===== src/hw/rtl/csvp_pkg.sv =====
// Shared types and constants for the CSV row parser.
package csvp_pkg;

  // Characters with a meaning to the parser
  localparam logic [7:0] CH_CR    = 8'h0D;
  localparam logic [7:0] CH_LF    = 8'h0A;
  localparam logic [7:0] CH_COMMA = 8'h2C;
  localparam logic [7:0] CH_QUOTE = 8'h22;

  // Request kind
  localparam logic KIND_DATA = 1'b0;
  localparam logic KIND_EOI  = 1'b1;

  typedef enum logic [2:0] {
    MODE_START    = 3'd0,
    MODE_UNQ      = 3'd1,
    MODE_QUOTED   = 3'd2,
    MODE_QSEEN    = 3'd3,
    MODE_AFTER_CR = 3'd4
  } mode_t;

  typedef struct packed {
    logic [7:0] in_byte;
    logic       kind;
  } in_req_t;

  typedef struct packed {
    logic [7:0] out_byte;
    logic       byte_valid;
    logic       field_end;
    logic       row_end;
  } out_req_t;

  // Decision for one input request
  typedef struct packed {
    mode_t    mode_nxt;
    logic     after_sep_nxt;
    logic     emit;
    out_req_t res;
  } step_t;

endpackage


===== src/hw/rtl/csvp_decode.sv =====
// Per-byte decision logic of the CSV row parser: next mode and result.
module csvp_decode (
  input  csvp_pkg::mode_t   mode,
  input  logic              after_sep,
  input  csvp_pkg::in_req_t req,
  output csvp_pkg::step_t   step
);

  logic            eoi;
  logic            eol;
  logic            is_cr;
  logic            is_comma;
  logic            is_quote;
  logic            swallow;
  csvp_pkg::mode_t eff_mode;
  logic            eff_sep;

  assign eoi      = (req.kind == csvp_pkg::KIND_EOI);
  assign is_cr    = !eoi && (req.in_byte == csvp_pkg::CH_CR);
  assign eol      = eoi || (req.in_byte == csvp_pkg::CH_LF) || (req.in_byte == csvp_pkg::CH_CR);
  assign is_comma = (req.in_byte == csvp_pkg::CH_COMMA);
  assign is_quote = (req.in_byte == csvp_pkg::CH_QUOTE);
  // LF straight after CR belongs to the same line end
  assign swallow  = (mode == csvp_pkg::MODE_AFTER_CR) && !eoi &&
                    (req.in_byte == csvp_pkg::CH_LF);

  always_comb begin
    step               = '0;
    step.mode_nxt      = mode;
    step.after_sep_nxt = after_sep;
    eff_mode           = mode;
    eff_sep            = after_sep;

    if (mode == csvp_pkg::MODE_AFTER_CR) begin
      step.mode_nxt      = csvp_pkg::MODE_START;
      step.after_sep_nxt = 1'b0;
      eff_mode           = csvp_pkg::MODE_START;
      eff_sep            = 1'b0;
    end

    if (!swallow) begin
      case (eff_mode)
        csvp_pkg::MODE_UNQ: begin
          if (eol) begin
            step.mode_nxt      = is_cr ? csvp_pkg::MODE_AFTER_CR : csvp_pkg::MODE_START;
            step.after_sep_nxt = 1'b0;
            step.emit          = 1'b1;
            step.res.field_end = 1'b1;
            step.res.row_end   = 1'b1;
          end else if (is_comma) begin
            step.mode_nxt      = csvp_pkg::MODE_START;
            step.after_sep_nxt = 1'b1;
            step.emit          = 1'b1;
            step.res.field_end = 1'b1;
          end else begin
            step.emit           = 1'b1;
            step.res.out_byte   = req.in_byte;
            step.res.byte_valid = 1'b1;
          end
        end
        csvp_pkg::MODE_QUOTED: begin
          // line ends are data inside quotes; only end of input closes
          if (eoi) begin
            step.mode_nxt      = csvp_pkg::MODE_START;
            step.after_sep_nxt = 1'b0;
            step.emit          = 1'b1;
            step.res.field_end = 1'b1;
            step.res.row_end   = 1'b1;
          end else if (is_quote) begin
            step.mode_nxt = csvp_pkg::MODE_QSEEN;
          end else begin
            step.emit           = 1'b1;
            step.res.out_byte   = req.in_byte;
            step.res.byte_valid = 1'b1;
          end
        end
        csvp_pkg::MODE_QSEEN: begin
          if (eol) begin
            step.mode_nxt      = is_cr ? csvp_pkg::MODE_AFTER_CR : csvp_pkg::MODE_START;
            step.after_sep_nxt = 1'b0;
            step.emit          = 1'b1;
            step.res.field_end = 1'b1;
            step.res.row_end   = 1'b1;
          end else if (is_comma) begin
            step.mode_nxt      = csvp_pkg::MODE_START;
            step.after_sep_nxt = 1'b1;
            step.emit          = 1'b1;
            step.res.field_end = 1'b1;
          end else begin
            // doubled quote, or any other byte: keep it, stay quoted
            step.mode_nxt       = csvp_pkg::MODE_QUOTED;
            step.emit           = 1'b1;
            step.res.out_byte   = req.in_byte;
            step.res.byte_valid = 1'b1;
          end
        end
        default: begin
          // field start, also after CR and for unused codes
          if (eol) begin
            step.mode_nxt      = is_cr ? csvp_pkg::MODE_AFTER_CR : csvp_pkg::MODE_START;
            step.after_sep_nxt = 1'b0;
            step.emit          = 1'b1;
            step.res.field_end = eff_sep;
            step.res.row_end   = 1'b1;
          end else if (is_quote) begin
            step.mode_nxt      = csvp_pkg::MODE_QUOTED;
            step.after_sep_nxt = 1'b0;
          end else if (is_comma) begin
            step.mode_nxt      = csvp_pkg::MODE_START;
            step.after_sep_nxt = 1'b1;
            step.emit          = 1'b1;
            step.res.field_end = 1'b1;
          end else begin
            step.mode_nxt       = csvp_pkg::MODE_UNQ;
            step.after_sep_nxt  = 1'b0;
            step.emit           = 1'b1;
            step.res.out_byte   = req.in_byte;
            step.res.byte_valid = 1'b1;
          end
        end
      endcase
    end
  end

endmodule


===== src/hw/rtl/csv_row_parser.sv =====
// Top level of the streaming CSV row parser.
//
// Usage
//   Input channel (in_valid / in_stall / in_data): one request per cycle while
//   in_stall is low, each a CSV byte or, with kind set, an end-of-input mark.
//   Output channel (out_valid / out_stall / out_data): field bytes, field-end
//   and row-end marks. A request gives at most one result; opening and
//   escaping quotes and an LF after CR give none.
//   Timing: a result is registered in the output register as its request is
//   taken.
//   Throughput: one request per cycle while in_stall is low, set by the
//   combinational mode decision feeding the output register. A request is
//   taken even while a result is waiting, as long as that result leaves in the same cycle.
//   Stall: while the output register holds a result and out_stall is high,
//   in_stall is raised and the parse state holds.
//   Reset: synchronous, active low. Clears the parse mode to field start, the
//   separator flag and the output valid; no clearing pass is needed.
module csv_row_parser (
  input  logic               clk,
  input  logic               rst_n,
  input  logic               in_valid,
  output logic               in_stall,
  input  csvp_pkg::in_req_t  in_data,
  output logic               out_valid,
  input  logic               out_stall,
  output csvp_pkg::out_req_t out_data
);

  csvp_pkg::mode_t    mode_r;
  csvp_pkg::mode_t    mode_nxt;
  logic               after_sep_r;
  logic               after_sep_nxt;
  logic               out_valid_r;
  logic               out_valid_nxt;
  csvp_pkg::out_req_t out_data_r;
  csvp_pkg::out_req_t out_data_nxt;
  csvp_pkg::step_t    step;
  logic               accept;

  csvp_decode u_decode (
    .mode      (mode_r),
    .after_sep (after_sep_r),
    .req       (in_data),
    .step      (step)
  );

  // Hold off input only when the waiting result cannot leave this cycle
  assign in_stall = out_valid_r && out_stall;
  assign accept   = in_valid && !in_stall;

  always_comb begin
    mode_nxt      = mode_r;
    after_sep_nxt = after_sep_r;
    out_data_nxt  = out_data_r;
    out_valid_nxt = out_valid_r && out_stall;
    if (accept) begin
      mode_nxt      = step.mode_nxt;
      after_sep_nxt = step.after_sep_nxt;
      out_valid_nxt = step.emit;
      if (step.emit) begin
        out_data_nxt = step.res;
      end
    end
  end

  always_ff @(posedge clk) begin
    if (!rst_n) begin
      mode_r      <= csvp_pkg::MODE_START;
      after_sep_r <= 1'b0;
      out_valid_r <= 1'b0;
    end else begin
      mode_r      <= mode_nxt;
      after_sep_r <= after_sep_nxt;
      out_valid_r <= out_valid_nxt;
    end
  end

  // Payload needs no reset
  always_ff @(posedge clk) begin
    out_data_r <= out_data_nxt;
  end

  assign out_valid = out_valid_r;
  assign out_data  = out_data_r;

endmodule

===== config.mk =====
export PLATFORM = sky130hd
export DESIGN_NAME = csv_row_parser
export DESIGN_NICKNAME = d
export VERILOG_FILES = /design/src/hw/rtl/csvp_pkg.sv /design/src/hw/rtl/csvp_decode.sv /design/src/hw/rtl/csv_row_parser.sv
export SDC_FILE = /design/constraint.sdc
export NUM_CORES = 1
export LEC_CHECK = 0
export BUFFER_PORTS_ARGS = -buffer_cell sky130_fd_sc_hd__buf_2
export CAP_MARGIN = 10
export CORE_ASPECT_RATIO = 1.2
export CORE_UTILIZATION = 50
export DETAILED_ROUTE_END_ITERATION = 7
export GPL_TIMING_DRIVEN = 0
export PLACE_DENSITY = 0.77
export SETUP_SLACK_MARGIN = 0.2
export SLEW_MARGIN = 5
export SYNTH_ARGS = -nofsm -noshare
export SYNTH_HDL_FRONTEND = slang
export SYNTH_SLANG_ARGS = --single-unit

===== constraint.sdc =====
create_clock -name clk -period 1.77 [get_ports clk]
set_input_delay 0.354 -clock clk [delete_from_list [all_inputs] [get_ports clk]]
set_output_delay 0.354 -clock clk [all_outputs]
set_load 0.03 [all_outputs]

==> results by group, run 1 <==
Global routing
  • Number of global-route vias before repair: 823
  • Grt ovf: 0
  • First-pass GRT wire length: 3670 um
  • GRT Total Usage: 0.265
  • Largest net degree at the start of global routing: 10
  • Antenna violations before repair: 0

STA
  • Endpoints failing hold: 0
  • RSZ-0062 raised after global routing: true
  • Max_slew headroom: 0.698
  • Fin Hold WS: 0.344 ns
  • Minimum clock period: 1.61 ns
  • Achievable frequency: 621 MHz
  • Max-slew violations: 0
  • Setup Skew: 0.0147 ns
  • Worst slew pin tran: 0.449 ns
  • Final setup fails: 0
  • Fin crit share: 0.910

Die
  • FP Rows: 16
  • Placeable Area: 1660 um^2
  • Width of the die: 41.0 um
  • IO Pins: 26
  • Die area: 2000 um^2
  • Die height: 48.8 um
  • Initial Util: 0.550

Cells and area
  • Most frequent cells in the layout: buf_2 (23), edfxtp_1 (11), nand2_1 (9)
  • Commonest non-fill, non-tap cell in the layout: buf_2
  • Share of layout cells above drive strength 1: 0.492
  • P&R area growth vs syn: 36.3%
  • Diode count: 0
  • Nets: 142

Routing
  • DR vias/cell: 6.24
  • Drt drc: 0
  • Drt initial violations: 72
  • Wirelength per Cell: 16.0 um
  • First-pass DRT Iterations: 6
  • Final WL: 2330 um
  • Post-route ant nets: 0
  • Vias: 911

Critical path
  • Worst-path fanout max: 5
  • Setup crit end kind: flip-flop
  • Critical Path AT: 1.79 ns
  • Worst EP required: 1.95 ns
  • Critical path class: reg -> reg
  • Worst setup SP type: flip-flop

CTS
  • CTS tree: built
  • Clk sinks: 16
  • Clk Latency, worst-skew pair: 0.30 ns
  • H-Tree Depth: 1
  • CTS Root Cell: clkbuf_4
  • Clk slew on worst S/H paths: 0.10 ns
  • Clock buffer depth: 2
  • Hold bufs inserted after CTS: 0
  • CTS Buf Count: 3

Placement
  • Port Buf Inserts: 25
  • Final GP Congestion: 0.892
  • Hpwl dp: 1450 um

Power and ir drop
  • Leakage: 0.497 nW
  • Final Power: 0.830 mW
  • Peak supply drop: 0.000422 V
  • Power Density: 667 nW/um^2

Yosys
  • Synthesized instance count: 90
  • Flop and latch count out of synthesis: 16
  • Syn Area/Cell: 10.1 um^2
  • Syn. warnings: 0
  • Sequential-to-total area share from yosys stat: 0.471
  • Post-synth net total: 103
  • Synth unique cells: 31
  • Synth Cell Area: 913 um^2

Run status
  • Outcome: complete, no violations

Hold path
  • HP Class: in -> reg

Flow run
  • Max Cap Viol: 0
## worst max-delay path: stages (launching register included)
cell,delay (ns)
dfxtp_4,0.38
nor3b_4,0.25
nand4_1,0.18
buf_4,0.18
buf_4,0.14
nand2_1,0.08
a211oi_1,0.06
o21ai_0,0.24
## where the power goes
| part | switching, mW | leakage [nW] | total (mW) | internal, mW |
|---|---|---|---|---|
| clock | 0.116 | 0.0150 | 0.204 | 0.0878 |
| combinational | 0.120 | 0.329 | 0.195 | 0.0754 |
| sequential | 0.00882 | 0.153 | 0.431 | 0.422 |
| total | 0.245 | 0.497 | 0.830 | 0.586 |
## final cells by class
cell class	instances	area (um^2)
fill	110	417
sequential	16	439
inverter	3	11.3
clock buffer	4	26.3
timing repair buffer	33	198
multi-input combinational	71	541
timing repair inverter	1	7.51
tap	18	22.5
## through the flow
stage	TNS (ns)	instances	worst slack [ns]	utilization	cell area (um^2)
final	0	146	0.159	0.749	1240
after global routing	0	146	0.116	0.749	1240
after CTS	0	142	0.209	0.703	1170
after detailed placement	-2.63	133	-0.181	0.643	1070
after global placement	-2.61	133	-0.185	0.643	1070
after floorplan	0	90	0.166	-	921
## logic make-up (layout without fill, tap and decap cells)
group	after synthesis	in the layout	share of synthesized area
flops	16	16	0.471
compound gates	23	23	0.186
buf+inv	3	41	0.0123
simple gates	48	48	0.330
## synth_stat cells
cell       number  share of area
edfxtp_1       11           0.36
nand2_1         9          0.037
nor2_1          8          0.033
and2_1          7          0.048
a21oi_1         6          0.033
dfxtp_1         5           0.11
nand4_1         5          0.034
o21ai_0         5          0.027
a21boi_0        3          0.025
inv_1           3          0.012
a211oi_1        2          0.016
and4_1          2          0.019
nand3_1         2          0.011
nor2b_1         2          0.014
nor3b_1         2          0.016
o211ai_1        2          0.016
or3_1           2          0.014
a31oi_1         1         0.0069
and2b_1         1         0.0082
and3_1          1         0.0069
and3b_2         1          0.011
nand2b_1        1         0.0069
nor2b_4         1          0.015
nor3_2          1          0.011
nor3_4          1          0.018
nor3b_4         1          0.021
o2111a_1        1          0.012
o2111ai_4       1          0.029
o21ba_2         1          0.011
o221ai_1        1         0.0096
or2_1           1         0.0069
## sequential cells by signal (all words and copies together) (netlist names)
register	cells
after_sep_r	1
mode_r	3
out_data	11
out_valid	1
## repair_timing
| item | in CTS | in global routing |
|---|---|---|
| resized for setup | 10 | 16 |
| gates cloned | 1 | 0 |
| pin swaps | 4 | 8 |
| buffers inserted | 4 | 4 |
| setup endpoints to repair | 14 | 21 |
## worst paths after layout
check	slack [ns]	cells after the start	end	startpoint
worst min register to register	0.54	2	mode_r[2]	mode_r[2]
worst max-delay path	0.16	7	mode_r[1]	mode_r[1]
worst max register to register	0.16	7	mode_r[1]	mode_r[1]
worst min-delay path	0.34	2	out_data[9]	in_data[7]
## metal layers
metal / vias to the layer above / track usage / wire (um)
met3: 18 / 0.0457 / 246
met2: 83 / 0.411 / 1180
li1: 415 / - / -
met4: 0 / 0.111 / 129
met1: 395 / 0.345 / 775
met5: - / 0 / 0
No activity file was read; power rests on OpenSTA's default activity.
==> inputs of run 2 (changes only) <==
- RECOVER_POWER: unset -> 100
==> run 2 against run 1 <==
Sequential power is essentially flat. Core utilization is 1.7 points lower. Clock-buffer cell count unchanged. Final area decreased by 2.2%. Maximum frequency shrank 3.3%. Non-clock buffer count unchanged. Clock skew is essentially flat. Critical endpoint unchanged.
==> results by group, run 2 (synthesis results as in run 1) <==
Cells and area
  • Final Instance Area: 1220 um^2 (was 1240 um^2)
  • Diode count: 0 (unchanged)
  • Commonest non-fill, non-tap cell in the layout: clkbuf_1 (was buf_2)
  • Largest register FFs: 11 (unchanged)
  • Core Util, Final: 0.733 (was 0.749)
  • Fill cells: 120 (was 110)
  • Register area: 439 um^2 (unchanged)
  • Multi-input gate area in the final layout: 529 um^2 (was 541 um^2)
  • Most frequent cells in the layout: clkbuf_1 (14), edfxtp_1 (11), buf_2 (10) (was buf_2 (23), edfxtp_1 (11), nand2_1 (9))
  • P&R area growth vs syn: 33.3% (was 36.3%)
  • Nets: 142 (unchanged)
  • Share of layout cells above drive strength 1: 0.375 (was 0.492)

Power and ir drop
  • Sequential power share: 0.521 (was 0.519)
  • Comb power frac: 0.228 (was 0.235)
  • Peak supply drop: 0.000415 V (was 0.000422 V)
  • Clock power share: 0.250 (was 0.245)
  • Leakage: 0.461 nW (was 0.497 nW)
  • P_sw: 0.248 mW (was 0.245 mW)
  • Power Density: 679 nW/um^2 (was 667 nW/um^2)
  • Cell Int Power: 0.579 mW (was 0.586 mW)
  • Switch share: 0.300 (was 0.295)

Critical path
  • Cells along the critical path: nor3b_2 > nand4_1 > clkbuf_4 > buf_4 > nand2_1 > a211oi_1 > o21ai_0 (was nor3b_4 > nand4_1 > buf_4 > buf_4 > nand2_1 > a211oi_1 > o21ai_0)
  • FF-to-FF End: mode_r[1] (unchanged)
  • Worst EP required: 1.95 ns (about the same)
  • Worst path slowest cell: dfxtp_4 (unchanged)
  • Cell depth of the worst flop-to-flop path: 7 (unchanged)
  • Critical Path AT: 1.85 ns (was 1.79 ns)
  • Worst-path fanout max: 5 (unchanged)
  • Worst setup SP type: flip-flop (unchanged)
  • Critical path class: reg -> reg (unchanged)
  • R2R Setup Slk: 0.10 ns (was 0.16 ns)
  • Reg2reg start: mode_r[1] (unchanged)
  • Setup crit end kind: flip-flop (unchanged)
  • Crit path largest cell delay: 0.38 ns (about the same)

STA
  • Fin crit share: 0.941 (was 0.910)
  • Max-slew violations: 0 (unchanged)
  • Endpoints failing hold: 0 (unchanged)
  • Final setup fails: 0 (unchanged)
  • Setup Skew: 0.0144 ns (was 0.0147 ns)
  • Fin Hold WS: 0.339 ns (was 0.344 ns)
  • Final setup margin: 0.104 ns (was 0.159 ns)
  • Final setup TNS: 0 ns (unchanged)
  • Minimum clock period: 1.67 ns (was 1.61 ns)
  • Max_slew headroom: 0.701 (was 0.698)
  • Achievable frequency: 600 MHz (was 621 MHz)
  • Worst slew pin tran: 0.444 ns (was 0.449 ns)
  • RSZ-0062 raised after global routing: true (unchanged)

Die
  • Die height: 48.8 um (unchanged)
  • Placeable Area: 1660 um^2 (unchanged)
  • IO Pins: 26 (unchanged)
  • Width of the die: 41.0 um (unchanged)
  • FP Rows: 16 (unchanged)
  • Die area: 2000 um^2 (unchanged)
  • Initial Util: 0.550 (unchanged)

Placement
  • Hpwl dp: 1450 um (unchanged)
  • Final GP Congestion: 0.892 (unchanged)
  • Port Buf Inserts: 25 (unchanged)
  • DP Worst Slack: -0.181 ns (unchanged)
  • Placed Instance Area: 1070 um^2 (unchanged)

CTS
  • CTS Buf Count: 3 (unchanged)
  • Clock buffer depth: 2 (unchanged)
  • Clk slew on worst S/H paths: 0.10 ns (about the same)
  • Hold bufs inserted after CTS: 0 (unchanged)
  • H-Tree Depth: 1 (unchanged)
  • CTS Root Cell: clkbuf_4 (unchanged)
  • CTS tree: built (unchanged)
  • Clk sinks: 16 (unchanged)
  • Clk Latency, worst-skew pair: 0.30 ns (about the same)

Routing
  • DR vias/cell: 6.24 (unchanged)
  • Drt initial violations: 96 (was 72)
  • Vias: 911 (unchanged)
  • First-pass DRT Iterations: 5 (was 6)
  • Wirelength per Cell: 16.4 um (was 16.0 um)
  • Final WL: 2390 um (was 2330 um)
  • Drt drc: 0 (unchanged)
  • Post-route ant nets: 0 (unchanged)

Global routing
  • Largest net degree at the start of global routing: 10 (unchanged)
  • First-pass GRT wire length: 3670 um (unchanged)
  • Number of global-route vias before repair: 823 (unchanged)
  • GRT Total Usage: 0.265 (unchanged)
  • Antenna violations before repair: 0 (unchanged)
  • Grt ovf: 0 (unchanged)

Hold path
  • HP Class: in -> reg (unchanged)
  • Hold depth: 2 (unchanged)
  • Hold Path End: out_data[9] (unchanged)
  • Hold Startpoint: in_data[7] (unchanged)

Run status
  • Outcome: complete, no violations (unchanged)

Flow run
  • Max Cap Viol: 0 (unchanged)
==> run 2: changes by cell type in the layout (fill, tap and decap cells not counted), sizes merged <==
cell	previous run	this run
buf	33	19
clkbuf	4	18
==> run 2: final cells by class <==
class / count / share of cell area
inverters: 3 / 0.00925
clock buffers: 4 / 0.0216
well taps: 18 / 0.0185
multi-input cells: 71 / 0.435
repair buffers: 33 / 0.149
repair inverters: 1 / 0.00617
flip-flops and latches: 16 / 0.361
==> run 2: power by group through the flow <==
| stage | Combinational (mW) | Sequential, mW | Clock, mW |
|---|---|---|---|
| finish | 0.189 | 0.431 | 0.207 |
| global route | 0.202 | 0.435 | 0.231 |
| CTS | 0.176 | 0.434 | 0.210 |
| detailed placement | 0.165 | 0.441 | 0 |
| global placement | 0.162 | 0.440 | 0 |
| floorplan | 0.0671 | 0.482 | 0 |
==> run 2: how the worst max path moves through the flow <==
stage,startpoint,end,slack (ns),cells after the start
finish,mode_r[1],mode_r[1],0.10,7
global route,mode_r[1],mode_r[1],0.07,7
CTS,mode_r[2],out_data[7],0.21,5
detailed placement,in_data[5],out_data[9],-0.18,5
global placement,in_data[5],out_data[1],-0.19,5
floorplan,in_data[5],out_data[10],0.17,5
==> run 2: layer usage <==
| metal | track usage | vias up | routed length (um) |
|---|---|---|---|
| li1 | - | 418 | - |
| met1 | 0.345 | 392 | 822 |
| met2 | 0.411 | 84 | 1190 |
| met3 | 0.0457 | 17 | 253 |
| met4 | 0.111 | 0 | 123 |
| met5 | 0 | - | 0 |
==> run 2: repair_timing <==
action,4_1_cts,5_1_grt
endpoints found under the setup margin,14,21
setup buffers,4,4
gates resized for setup,10,16
pin swaps,4,8
cloned,1,0
endpoints found under the hold margin,0,0
==> run 2: stage by stage <==
step	power [mW]	cells
finish	0.827	146
global route	0.868	146
CTS	0.819	142
detailed placement	0.606	133
global placement	0.602	133
floorplan	0.549	90
==> run 2: critical path, delay by kind of cell, from the launching register on <==
kind / cells / cell delay (ns)
and+or+nand+nor: 3 / 0.56
DFF: 1 / 0.38
AOI/OAI and AO/OA: 2 / 0.30
buffers and inverters: 2 / 0.32
